===== src/hw/rtl/sut_pkg.sv =====
// ----------------------------------------------------------------------------
// sut_pkg
// shared types and constants of the sorted unique station table
// ----------------------------------------------------------------------------
`timescale 1ns / 1ps
`default_nettype none

package sut_pkg;

    localparam int DEF_TABLE_DEPTH = 32;
    localparam int DEF_FREQ_BITS   = 17;
    localparam int OP_W            = 2;
    localparam int STATUS_W        = 2;
    localparam int POS_W           = 5;
    localparam int CNT_OUT_W       = 6;

    typedef enum logic [OP_W-1:0] {
        OP_INSERT = 2'd0,
        OP_CLEAR  = 2'd1,
        OP_READ   = 2'd2,
        OP_NONE   = 2'd3
    } opcode_t;

    typedef enum logic [STATUS_W-1:0] {
        ST_INSERTED = 2'd0,
        ST_PRESENT  = 2'd1,
        ST_FULL     = 2'd2,
        ST_DONE     = 2'd3
    } status_t;

    typedef enum logic [2:0] {
        S_IDLE,
        S_SCAN,
        S_SHIFT,
        S_WRITE,
        S_READ,
        S_RESP
    } state_t;

    // flags of the registered table read and its compare against the key
    typedef struct packed {
        logic vld;
        logic eq;
        logic gt;
    } rd_flags_t;

endpackage

`default_nettype wire


===== src/hw/rtl/sut_table.sv =====
// ----------------------------------------------------------------------------
// sut_table
// station table memory with registered read port and shared key comparator
// ----------------------------------------------------------------------------
`timescale 1ns / 1ps
`default_nettype none

module sut_table #(
    parameter int TABLE_DEPTH = sut_pkg::DEF_TABLE_DEPTH,
    parameter int FREQ_BITS   = sut_pkg::DEF_FREQ_BITS
) (
    input  wire logic                           clk,
    input  wire logic                           rst_n,
    input  wire logic                           rd_en,
    input  wire logic [$clog2(TABLE_DEPTH)-1:0] rd_addr,
    input  wire logic                           wr_en,
    input  wire logic [$clog2(TABLE_DEPTH)-1:0] wr_addr,
    input  wire logic [FREQ_BITS-1:0]           wr_data,
    input  wire logic [FREQ_BITS-1:0]           key,
    output logic      [FREQ_BITS-1:0]           rd_data,
    output logic      [$clog2(TABLE_DEPTH)-1:0] rd_idx,
    output sut_pkg::rd_flags_t                  flags
);

    localparam int IDX_W = $clog2(TABLE_DEPTH);

    logic [FREQ_BITS-1:0] mem [TABLE_DEPTH];
    logic [FREQ_BITS-1:0] rd_data_reg;
    logic [IDX_W-1:0]     rd_idx_reg;
    logic                 rd_vld_reg;

    always_ff @(posedge clk)
    begin
        if (wr_en)
        begin
            mem[wr_addr] <= wr_data;
        end
        if (rd_en)
        begin
            rd_data_reg <= mem[rd_addr];
            rd_idx_reg  <= rd_addr;
        end
    end

    always_ff @(posedge clk or negedge rst_n)
    begin
        if (!rst_n)
        begin
            rd_vld_reg <= 1'b0;
        end
        else
        begin
            rd_vld_reg <= rd_en;
        end
    end

    // one comparator, reused by every scan step
    assign flags.vld = rd_vld_reg;
    assign flags.eq  = (rd_data_reg == key);
    assign flags.gt  = (rd_data_reg > key);

    assign rd_data = rd_data_reg;
    assign rd_idx  = rd_idx_reg;

endmodule

`default_nettype wire


===== src/hw/rtl/sorted_unique_insert_table_top.sv =====
// ----------------------------------------------------------------------------
// sorted_unique_insert_table_top
// sorted table of unique station frequencies with insert, clear and read
// ----------------------------------------------------------------------------
//
// channel   direction  handshake            payload
// input     in         in_valid / in_ready  opcode, frequency, read_index
// result    out        out_valid/out_ready  status, position, entry_value,
//                                           entry_count
//
// every input transfer yields exactly one result transfer
// insert: accept, scan up from entry 0 to the first entry not below the key,
//   shift the entries from count-1 down to the hit one up a slot, write, then
//   result; scan and shift share the single table read port, and the longest
//   insert is one that must shift in a table one short of full
// clear and the unused opcode go straight to the result state, read via S_READ
// reset clears the entry count but not the table memory; entries at or above
//   the count are never reported, so the table memory needs no clearing pass
// a result waits in the output register while the next item is accepted; the
//   sequencer holds in its result state until that register is free
//
`timescale 1ns / 1ps
`default_nettype none

module sorted_unique_insert_table_top #(
    parameter int TABLE_DEPTH = sut_pkg::DEF_TABLE_DEPTH,
    parameter int FREQ_BITS   = sut_pkg::DEF_FREQ_BITS
) (
    input  wire logic                          clk,
    input  wire logic                          rst_n,
    // input channel
    input  wire logic                          in_valid,
    output logic                               in_ready,
    input  wire logic [sut_pkg::OP_W-1:0]      opcode,
    input  wire logic [FREQ_BITS-1:0]          frequency,
    input  wire logic [sut_pkg::POS_W-1:0]     read_index,
    // result channel
    output logic                               out_valid,
    input  wire logic                          out_ready,
    output logic [sut_pkg::STATUS_W-1:0]       status,
    output logic [sut_pkg::POS_W-1:0]          position,
    output logic [FREQ_BITS-1:0]               entry_value,
    output logic [sut_pkg::CNT_OUT_W-1:0]      entry_count
);

    localparam int IDX_W = $clog2(TABLE_DEPTH);
    localparam int CNT_W = $clog2(TABLE_DEPTH + 1);
    localparam int CMP_W = (sut_pkg::POS_W > CNT_W) ? sut_pkg::POS_W : CNT_W;
    localparam int POS_W = sut_pkg::POS_W;

    // sequencer state
    sut_pkg::state_t state_reg, state_next;

    // item and table bookkeeping
    logic [FREQ_BITS-1:0] freq_reg,     freq_next;
    logic [IDX_W-1:0]     pos_reg,      pos_next;
    logic [CNT_W-1:0]     cnt_reg,      cnt_next;
    logic [CNT_W-1:0]     scan_ptr_reg, scan_ptr_next;
    logic [IDX_W-1:0]     sh_ptr_reg,   sh_ptr_next;
    logic                 sh_busy_reg,  sh_busy_next;
    logic [POS_W-1:0]     ridx_reg,     ridx_next;
    logic                 rd_hit_reg,   rd_hit_next;

    // pending result
    sut_pkg::status_t     res_status_reg, res_status_next;
    logic [POS_W-1:0]     res_pos_reg,    res_pos_next;
    logic [FREQ_BITS-1:0] res_value_reg,  res_value_next;

    // output register
    logic                              out_valid_reg,  out_valid_next;
    sut_pkg::status_t                  out_status_reg, out_status_next;
    logic [POS_W-1:0]                  out_pos_reg,    out_pos_next;
    logic [FREQ_BITS-1:0]              out_value_reg,  out_value_next;
    logic [sut_pkg::CNT_OUT_W-1:0]     out_count_reg,  out_count_next;

    // table port
    logic                 rd_en;
    logic [IDX_W-1:0]     rd_addr;
    logic                 wr_en;
    logic [IDX_W-1:0]     wr_addr;
    logic [FREQ_BITS-1:0] wr_data;
    logic [FREQ_BITS-1:0] rd_data;
    logic [IDX_W-1:0]     rd_idx;
    sut_pkg::rd_flags_t   flags;

    // decode helpers
    sut_pkg::opcode_t op;
    logic             in_fire;
    logic             slot_free;
    logic             table_full;
    logic             scan_more;
    logic             scan_hit;
    logic             scan_end;
    logic             issue_scan;
    logic             issue_shift;

    sut_table #(
        .TABLE_DEPTH (TABLE_DEPTH),
        .FREQ_BITS   (FREQ_BITS)
    ) u_table (
        .clk     (clk),
        .rst_n   (rst_n),
        .rd_en   (rd_en),
        .rd_addr (rd_addr),
        .wr_en   (wr_en),
        .wr_addr (wr_addr),
        .wr_data (wr_data),
        .key     (freq_reg),
        .rd_data (rd_data),
        .rd_idx  (rd_idx),
        .flags   (flags)
    );

    assign op         = sut_pkg::opcode_t'(opcode);
    assign in_ready   = (state_reg == sut_pkg::S_IDLE);
    assign in_fire    = in_valid && in_ready;
    assign slot_free  = !out_valid_reg || out_ready;
    assign table_full = (cnt_reg == CNT_W'(TABLE_DEPTH));

    // scan: stop at the first entry not below the key (table is sorted)
    assign scan_more   = (scan_ptr_reg < cnt_reg);
    assign scan_hit    = flags.vld && (flags.eq || flags.gt);
    assign scan_end    = !flags.vld && !scan_more;
    assign issue_scan  = (state_reg == sut_pkg::S_SCAN) && !scan_hit && scan_more;
    assign issue_shift = (state_reg == sut_pkg::S_SHIFT) && sh_busy_reg;

    // next state
    always_comb
    begin
        state_next = state_reg;
        unique case (state_reg)
            sut_pkg::S_IDLE:
            begin
                if (in_fire)
                begin
                    unique case (op)
                        sut_pkg::OP_INSERT:
                        begin
                            // zero is the empty marker and never goes in
                            state_next = (frequency == '0) ? sut_pkg::S_RESP : sut_pkg::S_SCAN;
                        end
                        sut_pkg::OP_READ:
                        begin
                            state_next = sut_pkg::S_READ;
                        end
                        sut_pkg::OP_CLEAR, sut_pkg::OP_NONE:
                        begin
                            state_next = sut_pkg::S_RESP;
                        end
                    endcase
                end
            end
            sut_pkg::S_SCAN:
            begin
                if (scan_hit)
                begin
                    if (flags.eq || table_full)
                    begin
                        state_next = sut_pkg::S_RESP;
                    end
                    else
                    begin
                        state_next = sut_pkg::S_SHIFT;
                    end
                end
                else if (scan_end)
                begin
                    state_next = table_full ? sut_pkg::S_RESP : sut_pkg::S_WRITE;
                end
            end
            sut_pkg::S_SHIFT:
            begin
                if (flags.vld && (rd_idx == pos_reg))
                begin
                    state_next = sut_pkg::S_WRITE;
                end
            end
            sut_pkg::S_WRITE, sut_pkg::S_READ:
            begin
                state_next = sut_pkg::S_RESP;
            end
            sut_pkg::S_RESP:
            begin
                if (slot_free)
                begin
                    state_next = sut_pkg::S_IDLE;
                end
            end
            default:
            begin
                state_next = sut_pkg::S_IDLE;
            end
        endcase
    end

    // datapath control and register next values
    always_comb
    begin
        freq_next       = freq_reg;
        pos_next        = pos_reg;
        cnt_next        = cnt_reg;
        scan_ptr_next   = scan_ptr_reg;
        sh_ptr_next     = sh_ptr_reg;
        sh_busy_next    = sh_busy_reg;
        ridx_next       = ridx_reg;
        rd_hit_next     = rd_hit_reg;
        res_status_next = res_status_reg;
        res_pos_next    = res_pos_reg;
        res_value_next  = res_value_reg;
        out_valid_next  = out_valid_reg;
        out_status_next = out_status_reg;
        out_pos_next    = out_pos_reg;
        out_value_next  = out_value_reg;
        out_count_next  = out_count_reg;
        rd_en           = 1'b0;
        rd_addr         = scan_ptr_reg[IDX_W-1:0];
        wr_en           = 1'b0;
        wr_addr         = pos_reg;
        wr_data         = freq_reg;

        // result register drains on a transfer
        if (out_ready)
        begin
            out_valid_next = 1'b0;
        end

        unique case (state_reg)
            sut_pkg::S_IDLE:
            begin
                if (in_fire)
                begin
                    freq_next       = frequency;
                    scan_ptr_next   = '0;
                    ridx_next       = read_index;
                    rd_hit_next     = (CMP_W'(read_index) < CMP_W'(cnt_reg));
                    res_status_next = sut_pkg::ST_DONE;
                    res_pos_next    = '0;
                    res_value_next  = '0;
                    unique case (op)
                        sut_pkg::OP_INSERT:
                        begin
                            res_status_next = sut_pkg::ST_PRESENT;
                        end
                        sut_pkg::OP_CLEAR:
                        begin
                            cnt_next = '0;
                        end
                        sut_pkg::OP_READ:
                        begin
                            rd_en   = 1'b1;
                            rd_addr = IDX_W'(read_index);
                        end
                        sut_pkg::OP_NONE:
                        begin
                            res_status_next = sut_pkg::ST_DONE;
                        end
                    endcase
                end
            end
            sut_pkg::S_SCAN:
            begin
                rd_en   = issue_scan;
                rd_addr = scan_ptr_reg[IDX_W-1:0];
                if (issue_scan)
                begin
                    scan_ptr_next = scan_ptr_reg + CNT_W'(1);
                end
                if (scan_hit)
                begin
                    if (flags.eq)
                    begin
                        res_status_next = sut_pkg::ST_PRESENT;
                        res_pos_next    = POS_W'(rd_idx);
                    end
                    else if (table_full)
                    begin
                        res_status_next = sut_pkg::ST_FULL;
                        res_pos_next    = '0;
                    end
                    else
                    begin
                        // move entries count-1 down to the hit one up a slot
                        pos_next     = rd_idx;
                        sh_ptr_next  = IDX_W'(cnt_reg - CNT_W'(1));
                        sh_busy_next = 1'b1;
                    end
                end
                else if (scan_end)
                begin
                    if (table_full)
                    begin
                        res_status_next = sut_pkg::ST_FULL;
                        res_pos_next    = '0;
                    end
                    else
                    begin
                        pos_next = IDX_W'(cnt_reg);
                    end
                end
            end
            sut_pkg::S_SHIFT:
            begin
                // read one slot below while the previous read is written up
                rd_en   = issue_shift;
                rd_addr = sh_ptr_reg;
                if (issue_shift)
                begin
                    if (sh_ptr_reg == pos_reg)
                    begin
                        sh_busy_next = 1'b0;
                    end
                    else
                    begin
                        sh_ptr_next = sh_ptr_reg - IDX_W'(1);
                    end
                end
                if (flags.vld)
                begin
                    wr_en   = 1'b1;
                    wr_addr = rd_idx + IDX_W'(1);
                    wr_data = rd_data;
                end
            end
            sut_pkg::S_WRITE:
            begin
                wr_en           = 1'b1;
                wr_addr         = pos_reg;
                wr_data         = freq_reg;
                cnt_next        = cnt_reg + CNT_W'(1);
                res_status_next = sut_pkg::ST_INSERTED;
                res_pos_next    = POS_W'(pos_reg);
                res_value_next  = '0;
            end
            sut_pkg::S_READ:
            begin
                res_status_next = sut_pkg::ST_DONE;
                res_pos_next    = ridx_reg;
                res_value_next  = rd_hit_reg ? rd_data : '0;
            end
            sut_pkg::S_RESP:
            begin
                if (slot_free)
                begin
                    out_valid_next  = 1'b1;
                    out_status_next = res_status_reg;
                    out_pos_next    = res_pos_reg;
                    out_value_next  = res_value_reg;
                    out_count_next  = sut_pkg::CNT_OUT_W'(cnt_reg);
                end
            end
            default:
            begin
                rd_en = 1'b0;
            end
        endcase
    end

    // control state
    always_ff @(posedge clk or negedge rst_n)
    begin
        if (!rst_n)
        begin
            state_reg     <= sut_pkg::S_IDLE;
            cnt_reg       <= '0;
            sh_busy_reg   <= 1'b0;
            out_valid_reg <= 1'b0;
        end
        else
        begin
            state_reg     <= state_next;
            cnt_reg       <= cnt_next;
            sh_busy_reg   <= sh_busy_next;
            out_valid_reg <= out_valid_next;
        end
    end

    // payload registers
    always_ff @(posedge clk)
    begin
        freq_reg       <= freq_next;
        pos_reg        <= pos_next;
        scan_ptr_reg   <= scan_ptr_next;
        sh_ptr_reg     <= sh_ptr_next;
        ridx_reg       <= ridx_next;
        rd_hit_reg     <= rd_hit_next;
        res_status_reg <= res_status_next;
        res_pos_reg    <= res_pos_next;
        res_value_reg  <= res_value_next;
        out_status_reg <= out_status_next;
        out_pos_reg    <= out_pos_next;
        out_value_reg  <= out_value_next;
        out_count_reg  <= out_count_next;
    end

    assign out_valid   = out_valid_reg;
    assign status      = out_status_reg;
    assign position    = out_pos_reg;
    assign entry_value = out_value_reg;
    assign entry_count = out_count_reg;

endmodule

`default_nettype wire


===== config.mk =====
export PLATFORM = sky130hd
export DESIGN_NAME = sorted_unique_insert_table_top
export DESIGN_NICKNAME = d
export VERILOG_FILES = /design/src/hw/rtl/sut_pkg.sv /design/src/hw/rtl/sut_table.sv /design/src/hw/rtl/sorted_unique_insert_table_top.sv
export SDC_FILE = /design/constraint.sdc
export NUM_CORES = 1
export LEC_CHECK = 0
export ABC_AREA = 1
export BUFFER_PORTS_ARGS = -buffer_cell sky130_fd_sc_hd__buf_4
export CAP_MARGIN = 5
export CORE_ASPECT_RATIO = 2
export CORE_MARGIN = 2
export CORE_UTILIZATION = 55
export DETAILED_ROUTE_END_ITERATION = 7
export MAX_ROUTING_LAYER = met4
export PLACE_DENSITY = 0.7
export SLEW_MARGIN = 10
export SYNTH_ARGS = -nofsm -noshare
export SYNTH_HDL_FRONTEND = slang
export SYNTH_SLANG_ARGS = --single-unit

===== constraint.sdc =====
create_clock -name clk -period 4.3 [get_ports clk]
set_input_delay 1.29 -clock clk [delete_from_list [all_inputs] [get_ports clk]]
set_output_delay 1.29 -clock clk [all_outputs]
set_load 0.02 [all_outputs]

==> impl_metrics.yaml <==
clocking:
  ctsResizeCount: 0
  clk_path_buf_depth: 3
  cts_tree: "yes"
  path_clk_slew_ns: 0.06
  clk_latency_ns: 0.62
  holdBufCountCts: 0
  post-cts-setup-buffer-count: 0
  cts_root_buf: "clkbuf_16"
  htreeDepth: 2
  numCtsBuffers: 54
  cts.sinks: 671
power_and_ir_drop:
  power_density_nw_per_um2: 775
  finalPower_uw: 24600
  ir_drop_v: 0.000626
  p_leak_uw: 0.0115
sta:
  period_minus_slack_ns: 3.41
  maxSlewViolCount: 0
  max_freq_ghz: 0.294
  slew_headroom: 0.204
  rsz0062_at_grt: "no"
  tns_ns: 0
  finalSetupViolCount: 0
  fin_hold_ws_ns: 0.419
  tightest_slew_ns: 1.19
  hold_viol: 0
  clock_skew_ns: 0.0233
  fin_crit_sh: 0.792
worst_hold_path:
  holdPathStages: 0
  hold_class: "register to register"
global_route:
  overflow: 0
  grt_pass1_wl_um: 117000
  grt_max_degree: 151
  grt_pass1_vias: 19300
  antenna_found_initial: 0
  grtUsageTotal: 0.304
synth:
  syn_area_um2: 28600
  ys_ff_latch: 671
  seq_area_frac_synth: 0.703
  syn_avg_cell_area_um2: 11.8
  postSynthCellCount: 2423
  synth_nets: 2482
  synth-warning-count: 0
  ys_types: 43
routing:
  drcViolationCount: 0
  wl_per_cell_um: 24.9
  wl_um: 78800
  drtIter0Drc: 2636
  firstDrtPassIters: 6
  ant_nets: 0
  vias_per_cell: 6.22
  vias: 19700
floorplan:
  die_area_um2: 53900
  ios: 60
  core_area_um2: 51500
  fp-row-count: 118
  die_w_um: 165
  initial_utilization: 0.554
  die_h_um: 326
critical_path:
  critPathKind: "register to register"
  rr_worst_depth: 9
  critPathCaptureType: "register"
  crit_arrival_ns: 3.65
  required_ns: 4.55
  cp_max_fo: 7
  start_kind: "register"
finish:
  design_area_um2: 31700
  largest_reg_flops: 544
  syn_to_final_growth_pct: 10.9
  drive_gt1_frac: 0.106
  diodes: 0
  largest_register: "u_table.mem"
  finalNetCount: 2531
run_status:
  outcome: "completed"
flow_run:
  maxCapViolations: 0
placed_design:
  placed_area_um2: 30000
  hpwl_um: 49600
  portBuffers: 59
  gp_congestion: 0.955
==> path summary, 6_finish.rpt <==
path | start | endpoint | slack [ns]
min in group asynchronous | rst_n | out_valid | 0.51
worst min-delay path | res_value_reg[16] | entry_value[16] | 0.42
worst max register to register | u_table.rd_data[10] | res_pos_reg[3] | 0.89
worst max-delay path | u_table.rd_data[10] | res_pos_reg[3] | 0.89
worst min register to register | res_value_reg[16] | entry_value[16] | 0.42
max in group asynchronous | rst_n | cnt_reg[2] | 3.61
==> worst max-delay path, stage by stage, from the launching register on <==
cell and delay [ns]:
edfxtp_1 0.50, ha_1 0.37, nand2_1 0.10, nor4_1 0.55
nand2_1 0.29, nand3_1 0.24, nand2_1 0.14, a21oi_1 0.29
inv_1 0.07, nor2_1 0.48
==> layout make-up <==
class                      count  area, um^2
timing repair buffer         144        1210
tap                          660         826
multi-input combinational   1503        7480
inverter                      98         368
sequential                   671       20100
clock buffer                  62        1400
clock inverter                31         319
fill                        3980       19800
==> power breakdown <==
| group | switching (uW) | internal [uW] |
|---|---|---|
| Sequential | 430 | 8460 |
| Combinational | 7700 | 2980 |
| Clock | 2300 | 2690 |
==> cell usage in the layout, fill, tap and decap left out, types with 5 or more instances in the layout <==
master	count
a21oi_1	22
buf_12	10
buf_4	134
bufinv_16	6
clkbuf_1	7
clkbuf_16	55
clkinv_1	12
clkinv_2	9
dfrtp_1	12
edfxtp_1	659
ha_1	31
inv_1	91
inv_2	7
nand2_1	408
nand3_1	819
nand3b_1	6
nand4_1	7
nor2_1	92
nor3_1	9
nor4_1	5
o21ai_0	35
o21ai_2	15
xor2_1	7
==> routing by layer <==
metal  GRT usage  vias to the layer above  share of wire
li1            -                     8851              -
met1       0.335                     9618           0.33
met2       0.508                      979           0.52
met3      0.0326                      264          0.066
met4       0.215                        0          0.085
met5           -                        -              0
==> synthesized netlist by cell type, drive strengths merged <==
library cell  instances  share of area
ha                   31          0.014
o21bai                2        0.00053
nand2               412          0.055
nand3b                6         0.0016
edfxtp              659           0.69
a221oi                2        0.00061
inv                  98          0.013
o21a                  2        0.00053
nor4                  5         0.0011
a31oi                 1        0.00022
nor3                 10         0.0019
nor3b                 4         0.0011
clkbuf               18         0.0024
a21o                  2        0.00053
xnor2                 2        0.00061
o22ai                 4        0.00088
dfrtp                12          0.011
buf                 133          0.025
o2111a                1        0.00039
nor2                101          0.015
nand4                 7         0.0015
xor2                  7         0.0021
o21ai                54         0.0096
nand3               823           0.14
o211ai                1        0.00044
a21oi                23         0.0042
or2                   2        0.00044
a32o                  1        0.00035
==> through the flow <==
| stage | setup WS, ns | instances | utilization |
|---|---|---|---|
| after floorplan | 0.775 | 2423 | - |
| after global placement | 0.589 | 3076 | 0.582 |
| after detailed placement | 0.567 | 3076 | 0.582 |
| after CTS | 1.06 | 3169 | 0.615 |
| after global routing | 0.852 | 3169 | 0.615 |
| final | 0.894 | 3169 | 0.615 |
==> cells by family (layout without fill, tap and decap cells) <==
kind of cell | count (synthesis) | after routing | share of synthesized area
xor gates and xnor gates | 9 | 9 | 0.00276
AOI/OAI and AO/OA | 93 | 93 | 0.0182
adders and majority gates | 31 | 31 | 0.0136
DFF | 671 | 671 | 0.703
and+or+nand+nor | 1370 | 1370 | 0.222
buffers and inverters | 249 | 335 | 0.0400
(Power assumes the default switching activity.)
